===== src/hdl/assert_macros.svh =====
// assertion macros used by the top-level rtl file
`ifndef ASSERT_MACROS_SVH
`define ASSERT_MACROS_SVH

// same-cycle implication, sampled on clock, off during reset
`define ASSERT_HOLDS(lbl, pre, post) \
   lbl: assert property (@(posedge clock) disable iff (reset) (pre) |-> (post)) \
      else $error("assertion failed");

// next-cycle implication, sampled on clock, off during reset
`define ASSERT_NEXT(lbl, pre, post) \
   lbl: assert property (@(posedge clock) disable iff (reset) (pre) |=> (post)) \
      else $error("assertion failed");

`endif


===== src/hdl/pfc_adm_pkg.sv =====
// types and constants of the pfc/ecn egress admission unit
package pfc_adm_pkg;

   localparam int CNT_W     = 14;
   localparam int PORT_FW   = 4;
   localparam int ACTION_W  = 2;
   localparam int CSR_IDX_W = 4;

   localparam logic [CSR_IDX_W-1:0] CSR_QUEUE_CAPACITY   = 4'd0;
   localparam logic [CSR_IDX_W-1:0] CSR_PAUSE_THRESHOLD  = 4'd1;
   localparam logic [CSR_IDX_W-1:0] CSR_RESUME_THRESHOLD = 4'd2;
   localparam logic [CSR_IDX_W-1:0] CSR_ECN_CUTOFF       = 4'd3;

   localparam logic [CNT_W-1:0] RST_QUEUE_CAPACITY   = 14'd8192;
   localparam logic [CNT_W-1:0] RST_PAUSE_THRESHOLD  = 14'd3584;
   localparam logic [CNT_W-1:0] RST_RESUME_THRESHOLD = 14'd819;
   localparam logic [CNT_W-1:0] RST_ECN_CUTOFF       = 14'd1024;

   typedef enum logic [ACTION_W-1:0] {
      ACT_ARRIVAL     = 2'd0,
      ACT_DEQUEUE     = 2'd1,
      ACT_PAUSE_DONE  = 2'd2,
      ACT_RESUME_DONE = 2'd3
   } action_type;

   typedef struct packed {
      logic capture;
      logic load;
      logic step_pause;
      logic step_resume;
      logic step_data;
      logic step_deq;
      logic step_flag;
      logic wr_src;
      logic wr_dst;
   } cmd_type;

   typedef struct packed {
      logic       in_range;
      action_type action;
   } stat_type;

endpackage


===== src/hdl/pfc_adm_ctrl.sv =====
// sequencer for one request: load, admission steps, write-back, response
module pfc_adm_ctrl (
   input  logic                  clock,
   input  logic                  reset,
   input  logic                  start,
   input  pfc_adm_pkg::stat_type stat,
   output pfc_adm_pkg::cmd_type  cmd,
   output logic                  busy,
   output logic                  rsp_valid
);
   import pfc_adm_pkg::*;

   typedef enum logic [8:0] {
      S_IDLE   = 9'b000000001,
      S_LOAD   = 9'b000000010,
      S_PAUSE  = 9'b000000100,
      S_RESUME = 9'b000001000,
      S_DATA   = 9'b000010000,
      S_DEQ    = 9'b000100000,
      S_FLAG   = 9'b001000000,
      S_WRSRC  = 9'b010000000,
      S_WRDST  = 9'b100000000
   } state_type;

   state_type state_ff;
   state_type state_in;

   always_comb begin
      state_in = state_ff;
      case (state_ff)
         S_IDLE: begin
            if (start) state_in = S_LOAD;
         end
         S_LOAD: begin
            if (!stat.in_range) begin
               state_in = S_WRDST;
            end else begin
               case (stat.action)
                  ACT_ARRIVAL: state_in = S_PAUSE;
                  ACT_DEQUEUE: state_in = S_DEQ;
                  default:     state_in = S_FLAG;
               endcase
            end
         end
         S_PAUSE:  state_in = S_RESUME;
         S_RESUME: state_in = S_DATA;
         S_DATA:   state_in = S_WRSRC;
         S_DEQ:    state_in = S_WRSRC;
         S_FLAG:   state_in = S_WRSRC;
         S_WRSRC:  state_in = S_WRDST;
         S_WRDST:  state_in = S_IDLE;
         default:  state_in = S_IDLE;
      endcase
   end

   always_ff @(posedge clock) begin
      if (reset) begin
         state_ff <= S_IDLE;
      end else begin
         state_ff <= state_in;
      end
   end

   assign busy      = (state_ff != S_IDLE);
   assign rsp_valid = (state_ff == S_WRDST);

   assign cmd.capture     = (state_ff == S_IDLE) && start;
   assign cmd.load        = (state_ff == S_LOAD);
   assign cmd.step_pause  = (state_ff == S_PAUSE);
   assign cmd.step_resume = (state_ff == S_RESUME);
   assign cmd.step_data   = (state_ff == S_DATA);
   assign cmd.step_deq    = (state_ff == S_DEQ);
   assign cmd.step_flag   = (state_ff == S_FLAG);
   assign cmd.wr_src      = (state_ff == S_WRSRC);
   assign cmd.wr_dst      = (state_ff == S_WRDST);

endmodule


===== src/hdl/pfc_adm_dp.sv =====
// datapath: config registers, occupancy and flag memories, admission arithmetic
module pfc_adm_dp #(
   parameter int PORTS       = 16,
   parameter int QUEUE_DEPTH = 8192
) (
   input  logic                                   clock,
   input  logic                                   reset,
   input  pfc_adm_pkg::cmd_type                   cmd,
   output pfc_adm_pkg::stat_type                  stat,
   input  logic                                   csr_we,
   input  logic [pfc_adm_pkg::CSR_IDX_W-1:0]      csr_index,
   input  logic [pfc_adm_pkg::CNT_W-1:0]          csr_data,
   input  logic [pfc_adm_pkg::ACTION_W-1:0]       req_action,
   input  logic [pfc_adm_pkg::PORT_FW-1:0]        req_dest_port,
   input  logic [pfc_adm_pkg::PORT_FW-1:0]        req_source_port,
   output logic                                   rsp_ecn_mark,
   output logic                                   rsp_pause_out,
   output logic                                   rsp_resume_out,
   output logic                                   rsp_control_dropped,
   output logic                                   rsp_data_dropped,
   output logic                                   rsp_frame_sent,
   output logic [pfc_adm_pkg::CNT_W-1:0]          rsp_occupancy_after
);
   import pfc_adm_pkg::*;

   localparam int PORT_W = $clog2(PORTS);

   // memories
   logic [CNT_W-1:0]     occ_mem  [PORTS];
   logic [2*PORTS-1:0]   flag_mem [PORTS];
   logic [CNT_W-1:0]     rd_dst_ff;
   logic [CNT_W-1:0]     rd_src_ff;
   logic [2*PORTS-1:0]   rd_flag_ff;

   // valid bits
   logic [PORTS-1:0]     occ_valid_ff, occ_valid_in;
   logic [PORTS-1:0]     flag_valid_ff, flag_valid_in;

   // config registers
   logic [CNT_W-1:0]     capacity_ff, capacity_in;
   logic [CNT_W-1:0]     pause_th_ff, pause_th_in;
   logic [CNT_W-1:0]     resume_th_ff, resume_th_in;
   logic [CNT_W-1:0]     ecn_cut_ff, ecn_cut_in;

   // request and working registers
   action_type           action_ff, action_in;
   logic [PORT_FW-1:0]   dst_ff, dst_in;
   logic [PORT_FW-1:0]   src_ff, src_in;
   logic                 in_range_ff, in_range_in;
   logic [CNT_W-1:0]     dst_cnt_ff, dst_cnt_in;
   logic [CNT_W-1:0]     src_cnt_ff, src_cnt_in;
   logic [PORTS-1:0]     p_row_ff, p_row_in;
   logic [PORTS-1:0]     r_row_ff, r_row_in;
   logic                 ecn_ff, ecn_in;
   logic                 pause_ff, pause_in;
   logic                 resume_ff, resume_in;
   logic                 cdrop_ff, cdrop_in;
   logic                 ddrop_ff, ddrop_in;
   logic                 sent_ff, sent_in;

   logic [PORT_W-1:0]    req_dst_idx;
   logic [PORT_W-1:0]    req_src_idx;
   logic [PORT_W-1:0]    dst_idx;
   logic [PORT_W-1:0]    src_idx;
   logic                 same_port;
   logic [CNT_W-1:0]     cap_eff;
   logic                 occ_we;
   logic [PORT_W-1:0]    occ_waddr;
   logic [CNT_W-1:0]     occ_wdata;
   logic                 flag_we;

   assign req_dst_idx = PORT_W'(req_dest_port);
   assign req_src_idx = PORT_W'(req_source_port);
   assign dst_idx     = PORT_W'(dst_ff);
   assign src_idx     = PORT_W'(src_ff);
   assign same_port   = (dst_ff == src_ff);
   assign cap_eff     = (32'(capacity_ff) > QUEUE_DEPTH) ? CNT_W'(QUEUE_DEPTH) : capacity_ff;

   // config writes
   always_comb begin
      capacity_in  = capacity_ff;
      pause_th_in  = pause_th_ff;
      resume_th_in = resume_th_ff;
      ecn_cut_in   = ecn_cut_ff;
      if (csr_we) begin
         case (csr_index)
            CSR_QUEUE_CAPACITY:   capacity_in  = csr_data;
            CSR_PAUSE_THRESHOLD:  pause_th_in  = csr_data;
            CSR_RESUME_THRESHOLD: resume_th_in = csr_data;
            CSR_ECN_CUTOFF:       ecn_cut_in   = csr_data;
            default: ;
         endcase
      end
   end

   // admission steps
   always_comb begin
      action_in   = action_ff;
      dst_in      = dst_ff;
      src_in      = src_ff;
      in_range_in = in_range_ff;
      dst_cnt_in  = dst_cnt_ff;
      src_cnt_in  = src_cnt_ff;
      p_row_in    = p_row_ff;
      r_row_in    = r_row_ff;
      ecn_in      = ecn_ff;
      pause_in    = pause_ff;
      resume_in   = resume_ff;
      cdrop_in    = cdrop_ff;
      ddrop_in    = ddrop_ff;
      sent_in     = sent_ff;

      if (cmd.capture) begin
         action_in   = action_type'(req_action);
         dst_in      = req_dest_port;
         src_in      = req_source_port;
         in_range_in = (32'(req_dest_port) < PORTS) && (32'(req_source_port) < PORTS);
      end

      if (cmd.load) begin
         dst_cnt_in = occ_valid_ff[dst_idx] ? rd_dst_ff : '0;
         src_cnt_in = occ_valid_ff[src_idx] ? rd_src_ff : '0;
         p_row_in   = flag_valid_ff[dst_idx] ? rd_flag_ff[PORTS-1:0] : '0;
         r_row_in   = flag_valid_ff[dst_idx] ? rd_flag_ff[2*PORTS-1:PORTS] : '0;
         ecn_in     = 1'b0;
         pause_in   = 1'b0;
         resume_in  = 1'b0;
         cdrop_in   = 1'b0;
         ddrop_in   = 1'b0;
         sent_in    = 1'b0;
      end

      if (cmd.step_pause) begin
         ecn_in = (dst_cnt_ff > ecn_cut_ff);
         if ((dst_cnt_ff >= pause_th_ff) && !p_row_ff[src_idx]) begin
            p_row_in[src_idx] = 1'b1;
            pause_in          = 1'b1;
            if (src_cnt_ff < cap_eff) begin
               src_cnt_in = src_cnt_ff + 1'b1;
               if (same_port) dst_cnt_in = src_cnt_ff + 1'b1;
            end else begin
               cdrop_in = 1'b1;
            end
         end
      end

      if (cmd.step_resume) begin
         if ((dst_cnt_ff < resume_th_ff) && !r_row_ff[src_idx]) begin
            r_row_in[src_idx] = 1'b1;
            resume_in         = 1'b1;
            if (src_cnt_ff < cap_eff) begin
               src_cnt_in = src_cnt_ff + 1'b1;
               if (same_port) dst_cnt_in = src_cnt_ff + 1'b1;
            end else begin
               cdrop_in = 1'b1;
            end
         end
      end

      if (cmd.step_data) begin
         if (dst_cnt_ff < cap_eff) begin
            dst_cnt_in = dst_cnt_ff + 1'b1;
         end else begin
            ddrop_in = 1'b1;
         end
      end

      if (cmd.step_deq) begin
         if (dst_cnt_ff != '0) begin
            dst_cnt_in = dst_cnt_ff - 1'b1;
            sent_in    = 1'b1;
         end
      end

      if (cmd.step_flag) begin
         if (action_ff == ACT_PAUSE_DONE) begin
            p_row_in[src_idx] = 1'b0;
         end else begin
            r_row_in[src_idx] = 1'b0;
         end
      end
   end

   // write-back: source count with flag row, then destination count
   assign occ_we    = (cmd.wr_src || cmd.wr_dst) && in_range_ff;
   assign occ_waddr = cmd.wr_src ? src_idx : dst_idx;
   assign occ_wdata = cmd.wr_src ? src_cnt_ff : dst_cnt_ff;
   assign flag_we   = cmd.wr_src && in_range_ff;

   always_comb begin
      occ_valid_in  = occ_valid_ff;
      flag_valid_in = flag_valid_ff;
      if (occ_we) occ_valid_in[occ_waddr] = 1'b1;
      if (flag_we) flag_valid_in[dst_idx] = 1'b1;
   end

   always_ff @(posedge clock) begin
      if (cmd.capture) begin
         rd_dst_ff  <= occ_mem[req_dst_idx];
         rd_src_ff  <= occ_mem[req_src_idx];
         rd_flag_ff <= flag_mem[req_dst_idx];
      end
      if (occ_we) occ_mem[occ_waddr] <= occ_wdata;
      if (flag_we) flag_mem[dst_idx] <= {r_row_ff, p_row_ff};
   end

   always_ff @(posedge clock) begin
      if (reset) begin
         occ_valid_ff  <= '0;
         flag_valid_ff <= '0;
         capacity_ff   <= RST_QUEUE_CAPACITY;
         pause_th_ff   <= RST_PAUSE_THRESHOLD;
         resume_th_ff  <= RST_RESUME_THRESHOLD;
         ecn_cut_ff    <= RST_ECN_CUTOFF;
      end else begin
         occ_valid_ff  <= occ_valid_in;
         flag_valid_ff <= flag_valid_in;
         capacity_ff   <= capacity_in;
         pause_th_ff   <= pause_th_in;
         resume_th_ff  <= resume_th_in;
         ecn_cut_ff    <= ecn_cut_in;
      end
   end

   always_ff @(posedge clock) begin
      action_ff   <= action_in;
      dst_ff      <= dst_in;
      src_ff      <= src_in;
      in_range_ff <= in_range_in;
      dst_cnt_ff  <= dst_cnt_in;
      src_cnt_ff  <= src_cnt_in;
      p_row_ff    <= p_row_in;
      r_row_ff    <= r_row_in;
      ecn_ff      <= ecn_in;
      pause_ff    <= pause_in;
      resume_ff   <= resume_in;
      cdrop_ff    <= cdrop_in;
      ddrop_ff    <= ddrop_in;
      sent_ff     <= sent_in;
   end

   assign stat.in_range = in_range_ff;
   assign stat.action   = action_ff;

   assign rsp_ecn_mark        = ecn_ff;
   assign rsp_pause_out       = pause_ff;
   assign rsp_resume_out      = resume_ff;
   assign rsp_control_dropped = cdrop_ff;
   assign rsp_data_dropped    = ddrop_ff;
   assign rsp_frame_sent      = sent_ff;
   assign rsp_occupancy_after = in_range_ff ? dst_cnt_ff : '0;

endmodule


===== src/hdl/pfc_ecn_egress_admission_unit.sv =====
// top level of the pfc/ecn egress admission unit
//
//   channel   handshake              payload
//   request   start / busy           req_action, req_dest_port, req_source_port
//   response  rsp_valid strobe       rsp_ecn_mark .. rsp_occupancy_after
//   csr       csr_valid / csr_ready  csr_index, csr_data
//
// a request is taken when start is high and busy low; busy stays high until the
// response strobe; arrivals run pause, resume and data steps, dequeues a dequeue
// step, pause/resume deliveries a flag step, each between load and both writes on
// one occupancy write port; requests with a port >= PORTS run load and the
// destination write; synchronous reset clears sequencer and per-row valid bits,
// reloads config registers; csr_ready is always high; responses cannot be stalled
module pfc_ecn_egress_admission_unit #(
   parameter int PORTS       = 16,
   parameter int QUEUE_DEPTH = 8192
) (
   input  logic                                   clock,
   input  logic                                   reset,
   input  logic                                   start,
   output logic                                   busy,
   input  logic [pfc_adm_pkg::ACTION_W-1:0]       req_action,
   input  logic [pfc_adm_pkg::PORT_FW-1:0]        req_dest_port,
   input  logic [pfc_adm_pkg::PORT_FW-1:0]        req_source_port,
   output logic                                   rsp_valid,
   output logic                                   rsp_ecn_mark,
   output logic                                   rsp_pause_out,
   output logic                                   rsp_resume_out,
   output logic                                   rsp_control_dropped,
   output logic                                   rsp_data_dropped,
   output logic                                   rsp_frame_sent,
   output logic [pfc_adm_pkg::CNT_W-1:0]          rsp_occupancy_after,
   input  logic                                   csr_valid,
   output logic                                   csr_ready,
   input  logic [pfc_adm_pkg::CSR_IDX_W-1:0]      csr_index,
   input  logic [pfc_adm_pkg::CNT_W-1:0]          csr_data
);
   import pfc_adm_pkg::*;

   `include "assert_macros.svh"

   cmd_type  cmd;
   stat_type stat;
   logic     csr_we;
   logic     ctrl_frame;
   logic     arrival_flags;

   assign csr_ready = 1'b1;
   assign csr_we    = csr_valid && csr_ready;

   assign ctrl_frame    = rsp_pause_out || rsp_resume_out;
   assign arrival_flags = rsp_ecn_mark || rsp_data_dropped || rsp_pause_out;

   pfc_adm_ctrl u_ctrl (
      .clock     (clock),
      .reset     (reset),
      .start     (start),
      .stat      (stat),
      .cmd       (cmd),
      .busy      (busy),
      .rsp_valid (rsp_valid)
   );

   pfc_adm_dp #(
      .PORTS       (PORTS),
      .QUEUE_DEPTH (QUEUE_DEPTH)
   ) u_dp (
      .clock               (clock),
      .reset               (reset),
      .cmd                 (cmd),
      .stat                (stat),
      .csr_we              (csr_we),
      .csr_index           (csr_index),
      .csr_data            (csr_data),
      .req_action          (req_action),
      .req_dest_port       (req_dest_port),
      .req_source_port     (req_source_port),
      .rsp_ecn_mark        (rsp_ecn_mark),
      .rsp_pause_out       (rsp_pause_out),
      .rsp_resume_out      (rsp_resume_out),
      .rsp_control_dropped (rsp_control_dropped),
      .rsp_data_dropped    (rsp_data_dropped),
      .rsp_frame_sent      (rsp_frame_sent),
      .rsp_occupancy_after (rsp_occupancy_after)
   );

   `ASSERT_NEXT(a_accept_busy, start && !busy, busy)
   `ASSERT_NEXT(a_rsp_then_idle, rsp_valid, !busy)
   `ASSERT_HOLDS(a_drop_needs_ctrl, rsp_valid && rsp_control_dropped, ctrl_frame)
   `ASSERT_HOLDS(a_sent_only_deq, rsp_valid && rsp_frame_sent, !arrival_flags)

endmodule


===== config.mk =====
export PLATFORM = sky130hd
export DESIGN_NAME = pfc_ecn_egress_admission_unit
export DESIGN_NICKNAME = d
export VERILOG_FILES = /design/src/hdl/pfc_adm_pkg.sv /design/src/hdl/pfc_adm_ctrl.sv /design/src/hdl/pfc_adm_dp.sv /design/src/hdl/pfc_ecn_egress_admission_unit.sv
export VERILOG_INCLUDE_DIRS = /design/src /design/src/hdl
export SDC_FILE = /design/constraint.sdc
export NUM_CORES = 1
export LEC_CHECK = 0
export ABC_AREA = 1
export CAP_MARGIN = 5
export CORE_ASPECT_RATIO = 0.9
export CORE_UTILIZATION = 40
export DETAILED_ROUTE_END_ITERATION = 6
export DONT_BUFFER_PORTS = 1
export PLACE_DENSITY_LB_ADDON = 0.3
export SETUP_SLACK_MARGIN = 0.3
export SLEW_MARGIN = 5
export SYNTH_ARGS = -nofsm -noshare
export SYNTH_HDL_FRONTEND = slang
export SYNTH_HIERARCHICAL = 1
export SYNTH_SLANG_ARGS = --single-unit

===== constraint.sdc =====
create_clock -name clock -period 7.4 [get_ports clock]
set_input_delay 1.11 -clock clock [delete_from_list [all_inputs] [get_ports clock]]
set_output_delay 1.11 -clock clock [all_outputs]
set_load 0.01 [all_outputs]

== Word-level counts from Yosys, hierarchy flattened ==
Memories as Yosys holds them, arrays and structs flattened. A register that Yosys moved wholly into a read port is not among the register bits.
Cells that the tools add are included.

* $add $sub $neg: 3
* $lt $le $gt $ge: 12
* Equal/unequal tests: 17
* Mux-type cells: 81
* Bitwise operators: 7
* Reductions and logical operators: 18

{| class="wikitable"
|+ Operators by type and width
! cell !! count
|-
| 2-to-1 mux 14 bit || 24
|-
| 2-to-1 mux 16 bit || 12
|-
| OR 16 bit || 4
|-
| one-hot mux 9 bit (6 select lines) || 1
|-
| < comparator 14 bit || 3
|-
| 2-to-1 mux 1 bit || 33
|-
| bitwise AND 16 bit || 2
|-
| adder 14 x 1 -> 14 bit (second input constant) || 2
|-
| binary-select mux 1 bit (select 4 bit) || 5
|-
| NOT 16 bit || 1
|-
| < comparator 4 x 5 -> 1 bit (second input constant) || 3
|-
| greater-or-equal comparator 14 bit || 1
|-
| > comparator 14 bit || 1
|-
| > comparator 14 bit (second input constant) || 1
|-
| one-hot mux 7 bit (2 select lines) || 1
|-
| nonzero test 14 bit || 1
|-
| subtractor 14 x 1 -> 14 bit (second input constant) || 1
|-
| demux 1 bit (select 4 bit) || 3
|-
| greater-or-equal comparator 4 x 1 -> 1 bit (second input constant) || 3
|-
| equality test 9 x 1 -> 1 bit (second input constant) || 1
|-
| equality test 9 x 2 -> 1 bit (second input constant) || 1
|-
| equality test 9 x 3 -> 1 bit (second input constant) || 1
|-
| equality test 9 x 4 -> 1 bit (second input constant) || 1
|-
| equality test 9 x 5 -> 1 bit (second input constant) || 1
|-
| other kinds (21) || 31
|}

* Register bits after elaboration: 173
* Bits in writable memories: 736
* Input bits: 32
* Output and inout port bits: 23
* Logic and storage cells: 160
* Memories kept: 2

{| class="wikitable"
|+ Memories
! name !! depth !! width !! read ports !! clocked after memory_dff !! wr ports !! RTL line !! text
|-
| u_dp.flag_mem || 16 || 32 || 1 || 1 || 1 || pfc_adm_dp.sv:30 || <nowiki>logic [2*PORTS-1:0] flag_mem [PORTS];</nowiki>
|-
| u_dp.occ_mem || 16 || 14 || 2 || 2 || 1 || pfc_adm_dp.sv:29 || <nowiki>logic [CNT_W-1:0] occ_mem [PORTS];</nowiki>
|}

== Depth between registers and ports, before layout ==
* Word-level depth: 16
* Gate-level depth with buffers: 24
* Gate-level depth less buffers: 22

== Hierarchy ==
The synthesis kept the hierarchy.

{| class="wikitable"
|+ By module, submodules not included
! module !! instances !! cells an instance !! area each (um^2) !! sequential area each (um^2)
|-
| pfc_adm_dp || 1 || 4,037 || 42,941.2 || 27,296.2
|-
| pfc_adm_ctrl || 1 || 89 || 595.6 || 180.2
|-
| pfc_ecn_egress_admission_unit || 1 || 2 || 11.3 || 0.0
|}

== Worst setup path after synthesis ==
No wires, ideal clock.

* Path type: input to register
* Start: in start
* End: reg u_dp.action_ff[0] (enable)
* Setup time: 0.498 ns
* Data arrival time: 4.115 ns
* Data required time: 6.902 ns
* Slack: 2.787 ns
* Cell stages on the path: 2
* Path buffers: 0
* Cells stage by stage: inv_1 > nor2_1

{| class="wikitable"
|+ RTL lines
! what !! RTL line !! text
|-
| from (decl) || pfc_ecn_egress_admission_unit.sv:20 || <nowiki>input logic start,</nowiki>
|-
| to (signal assigned) || pfc_adm_dp.sv:226 || <nowiki>action_ff <= action_in;</nowiki>
|-
| to (decl) || pfc_adm_dp.sv:46 || <nowiki>action_type action_ff, action_in;</nowiki>
|}

== Worst setup path in the final report ==
* Start: reg u_dp.capacity_ff[9]
* End: reg u_dp.dst_cnt_ff[3]

* Cells in the longest elaborated chain, start to end: 14
* Elaborated cells between the ends (all ways): 15
* Classes of those cells: order compare (3); mux (12)

{| class="wikitable"
|+ Ends and longest elaborated chain
! what !! RTL line !! text
|-
| from (decl) || pfc_adm_dp.sv:40 || <nowiki>logic [CNT_W-1:0] capacity_ff, capacity_in;</nowiki>
|-
| from (signal assigned) || pfc_adm_dp.sv:218 || <nowiki>capacity_ff <= capacity_in;</nowiki>
|-
| > comparator 14 bit || pfc_adm_dp.sv:77 || <nowiki>assign cap_eff = (32'(capacity_ff) > QUEUE_DEPTH) ? CNT_W'(QUEUE_DEPTH) : capacity_ff;</nowiki>
|-
| 2-to-1 mux 14 bit * || pfc_adm_dp.sv:77 ||
|-
| < comparator 14 bit || pfc_adm_dp.sv:138, pfc_adm_dp.sv:151 ||
|-
| 2-to-1 mux 14 bit || pfc_adm_dp.sv:138 || <nowiki>if (src_cnt_ff < cap_eff) begin</nowiki>
|-
| 2-to-1 mux 14 bit || pfc_adm_dp.sv:135 || <nowiki>if ((dst_cnt_ff >= pause_th_ff) && !p_row_ff[src_idx]) begin</nowiki>
|-
| 2-to-1 mux 14 bit || pfc_adm_dp.sv:133 || <nowiki>if (cmd.step_pause) begin</nowiki>
|-
| 2-to-1 mux 14 bit || pfc_adm_dp.sv:153 || <nowiki>if (same_port) dst_cnt_in = src_cnt_ff + 1'b1;</nowiki>
|-
| 2-to-1 mux 14 bit || pfc_adm_dp.sv:151 || <nowiki>if (src_cnt_ff < cap_eff) begin</nowiki>
|-
| 2-to-1 mux 14 bit || pfc_adm_dp.sv:148 || <nowiki>if ((dst_cnt_ff < resume_th_ff) && !r_row_ff[src_idx]) begin</nowiki>
|-
| 2-to-1 mux 14 bit || pfc_adm_dp.sv:147 || <nowiki>if (cmd.step_resume) begin</nowiki>
|-
| 2-to-1 mux 14 bit || pfc_adm_dp.sv:161 || <nowiki>if (dst_cnt_ff < cap_eff) begin</nowiki>
|-
| 2-to-1 mux 14 bit * || pfc_adm_dp.sv:160 || <nowiki>if (cmd.step_data) begin</nowiki>
|-
| 2-to-1 mux 14 bit || pfc_adm_dp.sv:169 || <nowiki>if (dst_cnt_ff != '0) begin</nowiki>
|-
| 2-to-1 mux 14 bit * || pfc_adm_dp.sv:168 || <nowiki>if (cmd.step_deq) begin</nowiki>
|-
| via u_dp.dst_cnt_in[3] || pfc_adm_dp.sv:50 || <nowiki>logic [CNT_W-1:0] dst_cnt_ff, dst_cnt_in;</nowiki>
|-
| to (signal assigned) || pfc_adm_dp.sv:230 || <nowiki>dst_cnt_ff <= dst_cnt_in;</nowiki>
|-
| to (decl) || pfc_adm_dp.sv:50 ||
|}

Mark *: on every way through the listed nets, which the timed path passes. The rest lies on a longest branch.
A chain may end at the register's enable or synchronous reset.

==> insert_results.sql <==
INSERT INTO impl_metrics (metric_group, metric, value, unit) VALUES
('logic_synthesis', 'netlist_instances', '4128', ''),
('floorplanning', 'core.rowCount', '114', ''),
('drt', 'post_drt_wl_per_cell', '21.2', 'microns'),
('timing', 'period_needed', '3870', 'ps'),
('clock_tree', 'clock_tree.buffer_depth', '3', ''),
('drt', 'ant_nets', '0', ''),
('timing', 'worst_clock_skew', '46.5', 'ps'),
('run_status', 'outcome', 'finished, violations left', ''),
('layout', 'most-common-layout-cells', 'sky130_fd_sc_hd__edfxtp_1 (807), sky130_fd_sc_hd__nand2_1 (609), sky130_fd_sc_hd__o21ai_0 (453)', ''),
('critical_path', 'critical_path_required', '7960', 'ps'),
('timing', 'report.final.slew_viol_count', '338', ''),
('critical_path', 'worstPathCellList', 'inv_1, nand4_1, nor4_1, nand4_1, nand2_1, nand2_1, ha_1, a21oi_1, o21a_1, nand2_1, nand2_1, nand2_1, nor2_1, nand2_1, nand2_2, nand2_2, nand2_1, nand3_1, nand3_1, nand2_1', ''),
('logic_synthesis', 'synth.cell_area', '43500', 'sq um'),
('floorplanning', 'die_y', '315', 'microns'),
('critical_path', 'critical-path-slowest-cell', 'sky130_fd_sc_hd__nand2_2', ''),
('flow_run', 'max-cap-violations', '0', ''),
('power_and_ir_drop', 'power_leakage', '0.0175', 'uW'),
('placement', 'hpwl', '63900', 'microns'),
('critical_path', 'path_buf_inv', '1', ''),
('critical_path', 'timing.rr.start', 'u_dp/capacity_ff[9]', ''),
('critical_path', 'crit_fanout', '42', ''),
('critical_path', 'critical_path.startpoint_type', 'register', ''),
('drt', 'route.vias.total', '30700', ''),
('clock_tree', 'cts_inserted_buffers', '102', ''),
('global_route', 'grt_pass1_wl', '177000', 'microns'),
('critical_path', 'cp_max_stage_delay', '580', 'ps'),
('power_and_ir_drop', 'total_power_density_per_cell_area', '275', 'nW/um^2'),
('clock_tree', 'clock-sinks', '969', ''),
('clock_tree', 'post_cts_resize_count', '0', ''),
('clock_tree', 'tritoncts_clock_tree', 'done', ''),
('layout', 'num_antenna_cells', '0', ''),
('logic_synthesis', 'synth_cell_types', '47', ''),
('layout', 'layout_commonest_cell', 'sky130_fd_sc_hd__edfxtp_1', ''),
('min_path', 'min_from', 'u_dp/resume_th_ff[3]', ''),
('layout', 'drive_gt1_frac', '0.0705', ''),
('clock_tree', 'cts_root_buf', 'sky130_fd_sc_hd__clkbuf_16', ''),
('drt', 'via_per_inst', '5.50', ''),
('floorplanning', 'top_level_ports', '55', ''),
('run_status', 'violations', 'DRC, slew limit', ''),
('layout', 'nets_final', '4144', ''),
('floorplanning', 'die-width', '350', 'microns'),
('critical_path', 'timing.critical_path.mode_cell', 'sky130_fd_sc_hd__nand2_1', ''),
('critical_path', 'crit_arrival', '4430', 'ps'),
('logic_synthesis', 'ys_warn_count', '6', ''),
('drt', 'remaining_drc_errors', '1', ''),
('global_route', 'grt_max_degree', '610', ''),
('critical_path', 'critical-path-top-delay-family', 'simple AND/OR/NAND/NOR gates', ''),
('timing', 'setup_viol_count_final', '0', ''),
('clock_tree', 'cts.repair_timing.setup_buffer_count', '0', ''),
('layout', 'area.growth.synth_to_final', '11.3', '%'),
('layout', 'layoutNonFillerInstCount', '5579', ''),
('critical_path', 'critPathKind', 'reg -> reg', ''),
('floorplanning', 'initial_utilization', '0.404', ''),
('drt', 'drt_wl_total', '118000', 'microns'),
('global_route', 'initial_antenna_violation_count', '1', ''),
('critical_path', 'cp-end-kind', 'register', ''),
('placement', 'post-place-cells', '5388', ''),
('floorplanning', 'die-area', '110000', 'sq um'),
('clock_tree', 'path_clk_slew', '60', 'ps'),
('placement', 'gp_routability_congestion', '0.891', ''),
('timing', 'rsz0062_at_grt', 'no', ''),
('global_route', 'grt.total_usage', '0.211', ''),
('timing', 'fin_ws', '3530', 'ps'),
('critical_path', 'ff2ff_setup_slack', '3530', 'ps'),
('critical_path', 'setup.worst_path.start', 'u_dp/capacity_ff[9]', ''),
('logic_synthesis', 'ys_ff_latch', '969', ''),
('timing', 'max_clock_freq', '0.259', 'GHz'),
('timing', 'timing.setup.tns', '0', 'ps'),
('placement', 'dp_slack', '3670', 'ps'),
('drt', 'drt_iter0_drc', '3611', ''),
('clock_tree', 'clkLatencyLatePin', '720', 'ps');
## sequential cells by signal (all words and copies together) (netlist names), 2 cells and up
register	flops
u_dp/flag_valid_ff	16
u_dp/occ_valid_ff	16
u_dp/capacity_ff	14
u_dp/dst_ff	4
u_dp/dst_cnt_ff	14
u_dp/src_cnt_ff	14
u_dp/ecn_cut_ff	14
u_dp/flag_mem	512
u_dp/action_ff	2
u_dp/occ_mem	224
u_dp/rd_src_ff	14
u_dp/p_row_ff	16
u_dp/pause_th_ff	14
u_dp/src_ff	4
u_dp/rd_flag_ff	32
u_ctrl/state_ff	9
u_dp/rd_dst_ff	14
u_dp/resume_th_ff	14
u_dp/r_row_ff	16
## worst min-delay path, cell delays in order, from the launching register on
cell and delay (ps):
sky130_fd_sc_hd__dfxtp_1 300, sky130_fd_sc_hd__inv_1 60, sky130_fd_sc_hd__a21oi_1 50
## layer usage
layer,GRT usage,part of all wire,vias up
met5,0,0,-
met4,0.0568,0.021,0
met3,0.0346,0.081,179
met2,0.328,0.45,1122
met1,0.306,0.45,15000
li1,-,-,14400
## synthesized netlist by cell type, drive strengths merged
cell | instances | area (sq um)
a211oi | 3 | 27.5
a21boi | 1 | 7.51
a21o | 2 | 15.0
a21oi | 432 | 2160
a22o | 1 | 8.76
a22oi | 14 | 105
a31oi | 38 | 238
buf | 73 | 370
clkbuf | 171 | 642
clkinv | 3 | 11.3
conb | 2 | 7.51
dfxtp | 162 | 3240
edfxtp | 807 | 24200
ha | 70 | 876
inv | 437 | 1640
mux2i | 129 | 1290
nand2 | 615 | 2320
nand3 | 167 | 846
nand3b | 3 | 22.5
nand4 | 11 | 68.8
nor2 | 247 | 962
nor3 | 25 | 151
nor3b | 2 | 15.0
nor4 | 8 | 62.6
o211ai | 174 | 1310
o21a | 3 | 22.5
o21ai | 460 | 2300
o21bai | 1 | 7.51
o221ai | 35 | 307
o22ai | 2 | 12.5
o41ai | 1 | 8.76
or2 | 1 | 6.26
xnor2 | 4 | 35.0
xor2 | 24 | 210
## worst paths after layout
path	endpoint	cells past startpoint
min reg2reg	u_dp/resume_th_ff[3]	2
max	u_dp/dst_cnt_ff[3]	20
min	u_dp/resume_th_ff[3]	2
max reg2reg	u_dp/dst_cnt_ff[3]	20
## area by class of cell
type,instances,area (sq um)
multi-input combinational,2475,13600
clock buffer,133,2800
inverter,440,1650
timing repair buffer,54,405
clock inverter,58,747
tap,1450,1810
sequential,969,27500
fill,9908,59200
## power breakdown
group | switching, uW | total [uW] | internal [uW]
sequential | 267 | 6460 | 6190
clock | 2200 | 5360 | 3170
combinational | 996 | 1490 | 495
## cell families after synthesis
family          after synthesis  share of synthesized area
simple gates               1079                      0.102
flops                       969                      0.631
buf+inv                     684                     0.0612
mux                         129                     0.0297
xor+xnor                     28                    0.00563
fa+ha+maj                    70                     0.0201
other cells                   2                   0.000172
compound gates             1167                      0.150
## through the flow
stage | hold WS, ps | utilization | total power, uW
finish | 456 | 0.450 | 13300
CTS | 450 | 0.450 | 13400
floorplan | 433 | - | 7580
detailed placement | 452 | 0.417 | 8020
global placement | 446 | 0.417 | 8000
global route | 459 | 0.450 | 13800
(Power assumes the default switching activity.)
